`src/design/ipv4fhg_pkg.sv`:
```
// package for the ipv4 fragment header generator
// operation codes, header word positions, reset values and the checksum add
// no dependencies
package ipv4fhg_pkg;

    typedef enum logic [1:0] {
        OP_LOAD  = 2'd0,
        OP_START = 2'd1,
        OP_NEXT  = 2'd2
    } op_t;

    localparam int          MAX_HEADER_WORDS_DEFAULT = 30;
    localparam int          WORD_INDEX_W             = 5;
    localparam int          IN_DATA_W                = 48;
    localparam int          OUT_DATA_W               = 80;

    localparam logic [15:0] PATH_MTU_RESET           = 16'd1500;
    localparam logic [5:0]  HEADER_BYTES_RESET       = 6'd20;

    localparam logic [4:0]  WORD_VERSION_IHL         = 5'd0;
    localparam logic [4:0]  WORD_TOTAL_LENGTH        = 5'd1;
    localparam logic [4:0]  WORD_FLAGS_OFFSET        = 5'd3;
    localparam logic [4:0]  WORD_CHECKSUM            = 5'd5;

    function automatic logic [15:0] ones_add(input logic [15:0] a, input logic [15:0] b);
        logic [16:0] s;
        s = {1'b0, a} + {1'b0, b};
        return s[15:0] + {15'b0, s[16]};
    endfunction

endpackage

```
`src/design/ipv4_fragment_header_gen.sv`:
```
// ipv4 fragment header generator, top level
// input register, single-pass fragment logic and a result register
// depends on ipv4fhg_pkg

// Takes one transfer per cycle on the slave side unless a next-fragment
// request waits on a held result. Header word loads and datagram starts give
// no result; each next-fragment request gives exactly one result transfer via
// the input register and then the result register. The sustained rate is one
// item per clock without back-pressure, set by the combinational path from
// the input register through the size compare and the two checksum folds
// into the result register. path_mtu_wr_en/path_mtu_wr_data write path_mtu;
// the user must write it only while the block is idle; it is not enforced.
module ipv4_fragment_header_gen #(
    parameter int MAX_HEADER_WORDS = ipv4fhg_pkg::MAX_HEADER_WORDS_DEFAULT
) (
    input  logic                              clk,
    input  logic                              rst_n,

    input  logic                              path_mtu_wr_en,
    input  logic [15:0]                       path_mtu_wr_data,

    input  logic                              s_axis_tvalid,
    output logic                              s_axis_tready,
    // word_index[4:0], word_value[20:5], datagram_length[36:21],
    // header_bytes[42:37], zero fill [47:43]
    input  logic [ipv4fhg_pkg::IN_DATA_W-1:0] s_axis_tdata,
    // operation[1:0]
    input  logic [1:0]                        s_axis_tuser,

    output logic                              m_axis_tvalid,
    input  logic                              m_axis_tready,
    // offset_bytes[15:0], payload_bytes[31:16], flags_offset_word[45:32],
    // fragment_length[61:46], header_checksum[77:62], more_fragments[78],
    // zero fill [79]
    output logic [ipv4fhg_pkg::OUT_DATA_W-1:0] m_axis_tdata,
    // prepared[0]
    output logic                              m_axis_tuser
);

    localparam int WORD_INDEX_W = ipv4fhg_pkg::WORD_INDEX_W;

    // configuration and datagram state
    logic [15:0] path_mtu_reg;
    logic [15:0] fixed_word_sum_reg,   fixed_word_sum_next;
    logic [15:0] bytes_remaining_reg,  bytes_remaining_next;
    logic [15:0] payload_position_reg, payload_position_next;
    logic [5:0]  header_length_reg,    header_length_next;

    // input register
    logic                     in_valid_reg;
    ipv4fhg_pkg::op_t         in_op_reg;
    logic [WORD_INDEX_W-1:0]  in_index_reg;
    logic [15:0]              in_word_reg;
    logic [15:0]              in_dlen_reg;
    logic [5:0]               in_hlen_reg;

    // result register
    logic                                     out_valid_reg;
    logic [ipv4fhg_pkg::OUT_DATA_W-1:0]       out_data_reg, out_data_next;
    logic                                     out_prepared_reg, out_prepared_next;

    logic        in_take;
    logic        out_free;
    logic        in_advance;
    logic        out_load;

    logic [15:0] hlen_ext;
    logic [15:0] limit_raw;
    logic [15:0] limit;
    logic        more;
    logic [15:0] size;
    logic [15:0] flen;
    logic [13:0] fow;
    logic [15:0] sum_len;
    logic [15:0] sum_all;
    logic        has_fragment;

    assign out_free      = !out_valid_reg || m_axis_tready;
    assign in_advance    = in_valid_reg && (out_free || in_op_reg != ipv4fhg_pkg::OP_NEXT);
    assign out_load      = in_valid_reg && out_free && in_op_reg == ipv4fhg_pkg::OP_NEXT;
    assign s_axis_tready = !in_valid_reg || in_advance;
    assign in_take       = s_axis_tvalid && s_axis_tready;

    assign m_axis_tvalid = out_valid_reg;
    assign m_axis_tdata  = out_data_reg;
    assign m_axis_tuser  = out_prepared_reg;

    // fragment arithmetic
    always_comb
    begin
        hlen_ext     = {10'b0, header_length_reg};
        limit_raw    = (path_mtu_reg > hlen_ext) ? (path_mtu_reg - hlen_ext) : 16'd0;
        limit        = {limit_raw[15:3], 3'b000};
        more         = bytes_remaining_reg > limit;
        size         = more ? limit : bytes_remaining_reg;
        flen         = size + hlen_ext;
        fow          = {more, payload_position_reg[15:3]};
        sum_len      = ipv4fhg_pkg::ones_add(fixed_word_sum_reg, flen);
        sum_all      = ipv4fhg_pkg::ones_add(sum_len, {2'b00, fow});
        has_fragment = bytes_remaining_reg != 16'd0;
    end

    // state update and result formation
    always_comb
    begin
        fixed_word_sum_next   = fixed_word_sum_reg;
        bytes_remaining_next  = bytes_remaining_reg;
        payload_position_next = payload_position_reg;
        header_length_next    = header_length_reg;
        out_data_next         = '0;
        out_prepared_next     = 1'b0;

        if (in_advance)
        begin
            unique case (in_op_reg)
                ipv4fhg_pkg::OP_LOAD:
                begin
                    if (in_index_reg < WORD_INDEX_W'(MAX_HEADER_WORDS))
                    begin
                        if (in_index_reg == ipv4fhg_pkg::WORD_VERSION_IHL)
                        begin
                            fixed_word_sum_next = in_word_reg;
                        end
                        else if (in_index_reg != ipv4fhg_pkg::WORD_TOTAL_LENGTH &&
                                 in_index_reg != ipv4fhg_pkg::WORD_FLAGS_OFFSET &&
                                 in_index_reg != ipv4fhg_pkg::WORD_CHECKSUM)
                        begin
                            fixed_word_sum_next =
                                ipv4fhg_pkg::ones_add(fixed_word_sum_reg, in_word_reg);
                        end
                    end
                end
                ipv4fhg_pkg::OP_START:
                begin
                    header_length_next    = in_hlen_reg;
                    bytes_remaining_next  = (in_dlen_reg > {10'b0, in_hlen_reg}) ?
                                            (in_dlen_reg - {10'b0, in_hlen_reg}) : 16'd0;
                    payload_position_next = 16'd0;
                end
                ipv4fhg_pkg::OP_NEXT:
                begin
                    if (has_fragment)
                    begin
                        out_prepared_next     = 1'b1;
                        out_data_next         = {1'b0, more, ~sum_all, flen, fow,
                                                 size, payload_position_reg};
                        payload_position_next = payload_position_reg + size;
                        bytes_remaining_next  = bytes_remaining_reg - size;
                    end
                end
                default:
                begin
                end
            endcase
        end
    end

    always_ff @(posedge clk or negedge rst_n)
    begin
        if (!rst_n)
        begin
            path_mtu_reg         <= ipv4fhg_pkg::PATH_MTU_RESET;
            fixed_word_sum_reg   <= 16'd0;
            bytes_remaining_reg  <= 16'd0;
            payload_position_reg <= 16'd0;
            header_length_reg    <= ipv4fhg_pkg::HEADER_BYTES_RESET;
            in_valid_reg         <= 1'b0;
            out_valid_reg        <= 1'b0;
        end
        else
        begin
            if (path_mtu_wr_en)
            begin
                path_mtu_reg <= path_mtu_wr_data;
            end
            fixed_word_sum_reg   <= fixed_word_sum_next;
            bytes_remaining_reg  <= bytes_remaining_next;
            payload_position_reg <= payload_position_next;
            header_length_reg    <= header_length_next;

            if (in_take)
            begin
                in_valid_reg <= 1'b1;
            end
            else if (in_advance)
            begin
                in_valid_reg <= 1'b0;
            end

            if (out_load)
            begin
                out_valid_reg <= 1'b1;
            end
            else if (m_axis_tready)
            begin
                out_valid_reg <= 1'b0;
            end
        end
    end

    // payload registers
    always_ff @(posedge clk)
    begin
        if (in_take)
        begin
            in_op_reg    <= ipv4fhg_pkg::op_t'(s_axis_tuser);
            in_index_reg <= s_axis_tdata[4:0];
            in_word_reg  <= s_axis_tdata[20:5];
            in_dlen_reg  <= s_axis_tdata[36:21];
            in_hlen_reg  <= s_axis_tdata[42:37];
        end
        if (out_load)
        begin
            out_data_reg     <= out_data_next;
            out_prepared_reg <= out_prepared_next;
        end
    end

    // no-fragment results carry all-zero data
    assert property (@(posedge clk) disable iff (!rst_n)
        m_axis_tvalid && !m_axis_tuser |-> m_axis_tdata == '0)
        else $error("no-fragment result with nonzero data");

    // a fragment with more following carries a multiple of eight bytes
    assert property (@(posedge clk) disable iff (!rst_n)
        m_axis_tvalid && m_axis_tdata[78] |-> m_axis_tdata[18:16] == 3'b000)
        else $error("non-final fragment payload not a multiple of eight");

    // the last fragment drains the datagram
    assert property (@(posedge clk) disable iff (!rst_n)
        out_load && out_prepared_next && !out_data_next[78] |=> bytes_remaining_reg == 16'd0)
        else $error("bytes left after last fragment");

    // back-pressure only while an item is held
    assert property (@(posedge clk) disable iff (!rst_n)
        !s_axis_tready |-> in_valid_reg && out_valid_reg && !m_axis_tready)
        else $error("input stalled without a blocked result");

endmodule
```
`config.mk`:
```
export PLATFORM = sky130hd
export DESIGN_NAME = ipv4_fragment_header_gen
export DESIGN_NICKNAME = d
export VERILOG_FILES = /design/src/design/ipv4fhg_pkg.sv /design/src/design/ipv4_fragment_header_gen.sv
export SDC_FILE = /design/constraint.sdc
export NUM_CORES = 1
export LEC_CHECK = 0
export ABC_CLOCK_PERIOD_IN_PS = 30400
export BUFFER_PORTS_ARGS = -buffer_cell sky130_fd_sc_hd__buf_2
export CAP_MARGIN = 20
export CORE_ASPECT_RATIO = 0.5
export CORE_MARGIN = 2
export CORE_UTILIZATION = 45
export CTS_CLUSTER_DIAMETER = 60
export CTS_CLUSTER_SIZE = 24
export DETAILED_ROUTE_END_ITERATION = 10
export SYNTH_ARGS = -nofsm -noshare
export SYNTH_HDL_FRONTEND = slang
export SYNTH_SLANG_ARGS = --single-unit
```
`constraint.sdc`:
```
create_clock -name clk -period 30.4 [get_ports clk]
set_input_delay 3.04 -clock clk [delete_from_list [all_inputs] [get_ports clk]]
set_output_delay 3.04 -clock clk [all_outputs]
set_load 0.05 [all_outputs]
```
==> flow_summary.json, run 1 <==
{
  "status": "complete, no violations",
  "postCtsSetupBuffers": 0,
  "ctsHoldBuffers": 0,
  "via_count": 9967,
  "start_util_pct": 45.7,
  "vias_per_cell": 5.46,
  "nNetsFinal": 1619,
  "coreArea_sq_um": 27700,
  "worst_ep_arrival_time_ns": 14.25,
  "worstPathMaxFanout": 20,
  "ioPinCount": 154,
  "drc": 0,
  "detailed_place_hpwl_mm": 26.0,
  "diodes": 0,
  "clock-skew-final_ns": 0.00807,
  "start_kind": "flop",
  "track_usage_pct": 23.7,
  "io_buffers": 147,
  "insertion_delay_ns": 0.46,
  "drive_gt1_share_pct": 16.8,
  "end_kind": "flop",
  "synthArstFlopShare_pct": 39.3,
  "rsz0062_at_grt": "no",
  "worst_pin_slew_ns": 0.903,
  "synth-main-ff-cell": "edfxtp_1",
  "cts_resized": 0,
  "critPathKind": "flop to flop",
  "finalHoldViolCount": 0,
  "row_count": 43,
  "synth_top_family_by_area": "simple AND/OR/NAND/NOR gates",
  "syn_nets": 1486,
  "yosysUniqueCellTypes": 78,
  "htree_levels": 4,
  "syn_inst": 1297,
  "slew_violations": 0,
  "overflow": 0,
  "required_ns": 30.58,
  "ant_nets": 0,
  "synth-compound-area-share_pct": 15.9,
  "yosysWarningCount": 0,
  "syn2layout_area_growth_pct": 13.3,
  "synth.cell_area_sq_um": 12700,
  "synth_common_cells": "ha_1, nor2_1, edfxtp_1",
  "post_drt_wl_per_cell_microns": 18.5,
  "grt_pass1_wl_mm": 52.5,
  "largest_reg_flops": 65,
  "period_share_pct": 46.3,
  "cts_buffers": 17,
  "synth.mux.area_fraction_pct": 2.51,
  "place.gp.congestion": 0.898,
  "clk_pin_slew_ns": 0.07,
  "grt_pass1_vias": 9358,
  "synth-edff-count": 111,
  "synthAdderAreaFrac_pct": 12.0,
  "seq_area_frac_synth_pct": 40.7,
  "die_h_microns": 123,
  "drt_iter0_drc": 888,
  "cts_max_path_buffers": 2,
  "cpPeakStageDelay_ns": 0.67,
  "drt_pre_antenna_iters": 5,
  "antenna_found_initial": 0,
  "root_buffer": "clkbuf_16",
  "die_w_microns": 241,
  "grt_max_degree": 73,
  "synth_xor_area_share_pct": 8.21,
  "min_path_type": "flop to flop",
  "yosysTopAreaCellShare_pct": 26.3,
  "yosys-top-cells-area": "edfxtp_1, dfrtp_1, ha_1",
  "max_freq_ghz": 0.0711,
  "drt-total-wl_mm": 33.8,
  "maxCapViolCount": 0,
  "setup_tns_ns": 0,
  "synth.ff_latch_count": 183,
  "dieArea_sq_um": 29600,
  "cpMostUsedCell": "a21oi_1",
  "synthSimpleGateAreaFrac_pct": 16.8,
  "setup_viol": 0,
  "clock-sinks": 183,
  "avgSynthCellArea_sq_um": 9.75,
  "cts_tree": "yes",
  "fin_crit_ns": 14.07,
  "reg2reg_slack_ns": 16.33,
  "slew-limit-headroom_pct": 39.1,
  "synth_top_cell_by_area": "edfxtp_1",
  "critPathSlowestCell": "a2111oi_4"
}
## worst max-delay path, delay by kind of cell (launching register included)
kind	cells	cell delay [ns]
AOI/OAI and AO/OA	21	5.65
xor gates and xnor gates	3	0.75
adders and majority gates	7	2.18
buffers and inverters	4	0.83
DFF	1	0.46
muxes	1	0.56
and+or+nand+nor	22	3.34
## metal layers
| metal | global-route usage (%) | part of all wire, % |
|---|---|---|
| met1 | 35.8 | 51 |
| met2 | 33.5 | 41 |
| met3 | 5.76 | 7.3 |
| met4 | 6.83 | 1.5 |
| met5 | 0 | 0 |
## area by class of cell
cell class,count,area [sq um]
clock buffer,21,450
sequential,183,5150
clock inverter,11,77.6
inverter,68,255
fill,2565,13300
timing repair buffer,158,878
multi-input combinational,1002,7040
tap,382,478
## final timing paths
path	from	cells past startpoint	to
setup / recovery	header_length_reg[1]	58	m_axis_tdata[77]
hold / removal	payload_position_reg[2]	2	payload_position_reg[2]
setup reg to reg	header_length_reg[1]	58	m_axis_tdata[77]
hold reg to reg	payload_position_reg[2]	2	payload_position_reg[2]
max in group asynchronous	rst_n	3	path_mtu_reg[10]
min in group asynchronous	rst_n	2	header_length_reg[3]
## through the flow
stage | cell area (sq um) | instances | util (%) | worst slack (ns) | hold WS, ns
final | 14300 | 1825 | 51.8 | 16.33 | 0.512
after global routing | 14300 | 1825 | 51.8 | 14.97 | 0.551
after CTS | 14300 | 1824 | 51.7 | 16.43 | 0.517
after detailed placement | 13800 | 1792 | 49.8 | 16.50 | 0.502
after global placement | 13700 | 1789 | 49.6 | 16.67 | 0.490
after floorplan | 12700 | 1297 | - | 19.35 | 0.469
## placed cells by master, fill, tap and decap left out, types with 8 or more instances in the layout
master / count
a221oi_1: 9
nand4_1: 13
and3_1: 14
o211ai_1: 8
nand2b_1: 12
dfstp_2: 9
and2_1: 37
edfxtp_1: 111
nor2_1: 112
buf_4: 8
mux2_2: 19
buf_2: 147
o21ai_0: 66
o21bai_1: 20
xor2_1: 45
dfrtp_1: 63
xnor2_1: 71
mux2i_1: 9
nand3_1: 39
o21a_1: 13
nor2b_1: 17
ha_1: 112
nand2_1: 97
nor3_1: 36
clkbuf_16: 17
a21o_1: 38
a31oi_1: 12
a211oi_1: 8
inv_1: 68
a21oi_1: 90
or3_1: 8
nor4_1: 10
## kinds of logic after synthesis
family                     count (synthesis)
buffers and inverters                    112
AOI/OAI and AO/OA                        309
xor gates and xnor gates                 117
muxes                                     29
DFF                                      183
and+or+nand+nor                          427
adders and majority gates                118
other                                      2
Power of run 1 is not shown: default switching activity piles up to over one toggle a cycle in this logic, so the estimate is an artifact.
==> run 2, diff against run 1 <==
- ABC_CLOCK_PERIOD_IN_PS: 30400 -> 11400
- PLACE_DENSITY: unset -> 0.67
- clock period: 30.4 -> 11.4 ns (I/O delays scaled with it)
==> run 2 against run 1 <==
- sequential share of layout area is 1.5 points lower
- cell area is 4.3% higher
- first-iteration DRC count is 13% higher
- register-to-register slack worse by 16 ns
- die area stayed put
- clock skew is 0.0048 ns higher
- worst setup slack worse by 16 ns
- clock-buffer cell count is 1 lower
- hold slack better by 0.0059 ns
- non-clock buffer count is 55 higher
==> flow_summary.json, run 2 (synthesis gave the netlist of run 1 again) <==
{
  "status": "complete, no violations",
  "start_util_pct": 45.7,
  "clock-skew-final_ns": 0.0129,
  "required_ns": 11.60,
  "setup_slack_ns": 0.393,
  "start_kind": "flop",
  "dieArea_sq_um": 29600,
  "max_freq_ghz": 0.0909,
  "die_h_microns": 123,
  "ioPinCount": 154,
  "final_cell_mix": "buf_2, edfxtp_1, ha_1",
  "die_w_microns": 241,
  "cpMostUsedCell": "inv_1",
  "final_cells": 1880,
  "io_buffers": 147,
  "grt_max_degree": 73,
  "drive_gt1_share_pct": 22.2,
  "antenna_found_initial": 0,
  "min_path_type": "flop to flop",
  "setup_tns_ns": 0,
  "cpPeakStageDelay_ns": 0.60,
  "root_buffer": "clkbuf_16",
  "cts_max_path_buffers": 2,
  "post_drt_wl_per_cell_microns": 18.3,
  "critPathSlowestCell": "dfstp_2",
  "vias_per_cell": 5.50,
  "slew-limit-headroom_pct": 23.4,
  "worstPathMaxFanout": 4,
  "insertion_delay_ns": 0.46,
  "drc": 0,
  "clock-sinks": 183,
  "fin_crit_ns": 11.01,
  "cts_tree": "yes",
  "end_kind": "flop",
  "syn2layout_area_growth_pct": 18.1,
  "place_ws_ns": -0.0602,
  "row_count": 43,
  "critPathKind": "flop to flop",
  "drt-total-wl_mm": 34.4,
  "finalHoldViolCount": 0,
  "ant_nets": 0,
  "htree_levels": 4,
  "track_usage_pct": 23.9,
  "slew_violations": 0,
  "nNetsFinal": 1674,
  "via_count": 10300,
  "worst_ep_arrival_time_ns": 11.21,
  "period_share_pct": 96.6,
  "grt_pass1_wl_mm": 53.2,
  "holdWs_ns": 0.518,
  "largest_reg_flops": 65,
  "clk_pin_slew_ns": 0.07,
  "worst_pin_slew_ns": 1.15,
  "setup_viol": 0,
  "diodes": 0,
  "detailed_place_hpwl_mm": 26.4,
  "drt_pre_antenna_iters": 5,
  "overflow": 0,
  "mostFrequentLayoutCell": "buf_2",
  "coreArea_sq_um": 27700,
  "cts_buffers": 17,
  "placed_cells": 1835,
  "drt_iter0_drc": 999,
  "place.gp.congestion": 0.922,
  "grt_pass1_vias": 9896,
  "maxCapViolCount": 0
}
## run 2: cell count changes in the layout (fill, tap and decap cells not counted), moves of 4 or more
cell / delta
a21oi_1: -8
a21oi_2: +8
buf_4: +55
clkinv_1: +4
clkinv_2: -4
ha_1: -5
nor2_1: -6
nor2_2: +5
nor3_1: -4
## run 2: cell type report
type                    count  area (sq um)
multi-input cells        1002          7260
inverters                  68           255
clock buffers              20           437
flip-flops and latches    183          5150
repair buffers            213          1290
well taps                 382           478
fillers                  2506         12700
clock inverters            12          78.8
## run 2: path summary, 6_finish.rpt
path	from	end	slack, ns	cells after the start
min reg2reg	payload_position_reg[2]	payload_position_reg[2]	0.52	2
max reg2reg	header_length_reg[4]	m_axis_tdata[77]	0.39	57
max	header_length_reg[4]	m_axis_tdata[77]	0.39	57
min in group asynchronous	rst_n	header_length_reg[3]	0.58	2
min	payload_position_reg[2]	payload_position_reg[2]	0.52	2
max in group asynchronous	rst_n	path_mtu_reg[6]	10.20	3
## run 2: stage by stage
step	cell area [sq um]	utilization [%]
finish	14900	54.0
global placement	14000	50.8
detailed placement	14100	50.9
floorplan	12700	-
CTS	14600	52.8
global route	14900	54.0
## run 2: routing by layer
layer	vias to the layer above	wire (microns)	track usage, %
met4	0	639	6.52
met2	307	14500	34.8
met3	43	2430	5.98
met1	4925	16900	35.1
li1	5072	-	-
met5	-	0	0
## run 2: worst max-delay path: cells and delay by family, from the launching register on
kind | cells | cell delay, ns
AOI/OAI and AO/OA | 19 | 2.96
xor gates and xnor gates | 3 | 0.48
adders and majority gates | 7 | 1.94
buffers and inverters | 8 | 0.81
DFF | 1 | 0.60
muxes | 1 | 0.20
and+or+nand+nor | 19 | 3.74
## run 2: repair_timing
action / 4_1_cts / 5_1_grt
setup buffers: 0 / 11
endpoints found under the hold margin: 0 / 0
pin swaps: 0 / 21
resized for setup: 2 / 46
hold buffers: 0 / 0
setup endpoints to repair: 1 / 12
Power of run 2 is left out for the same reason.
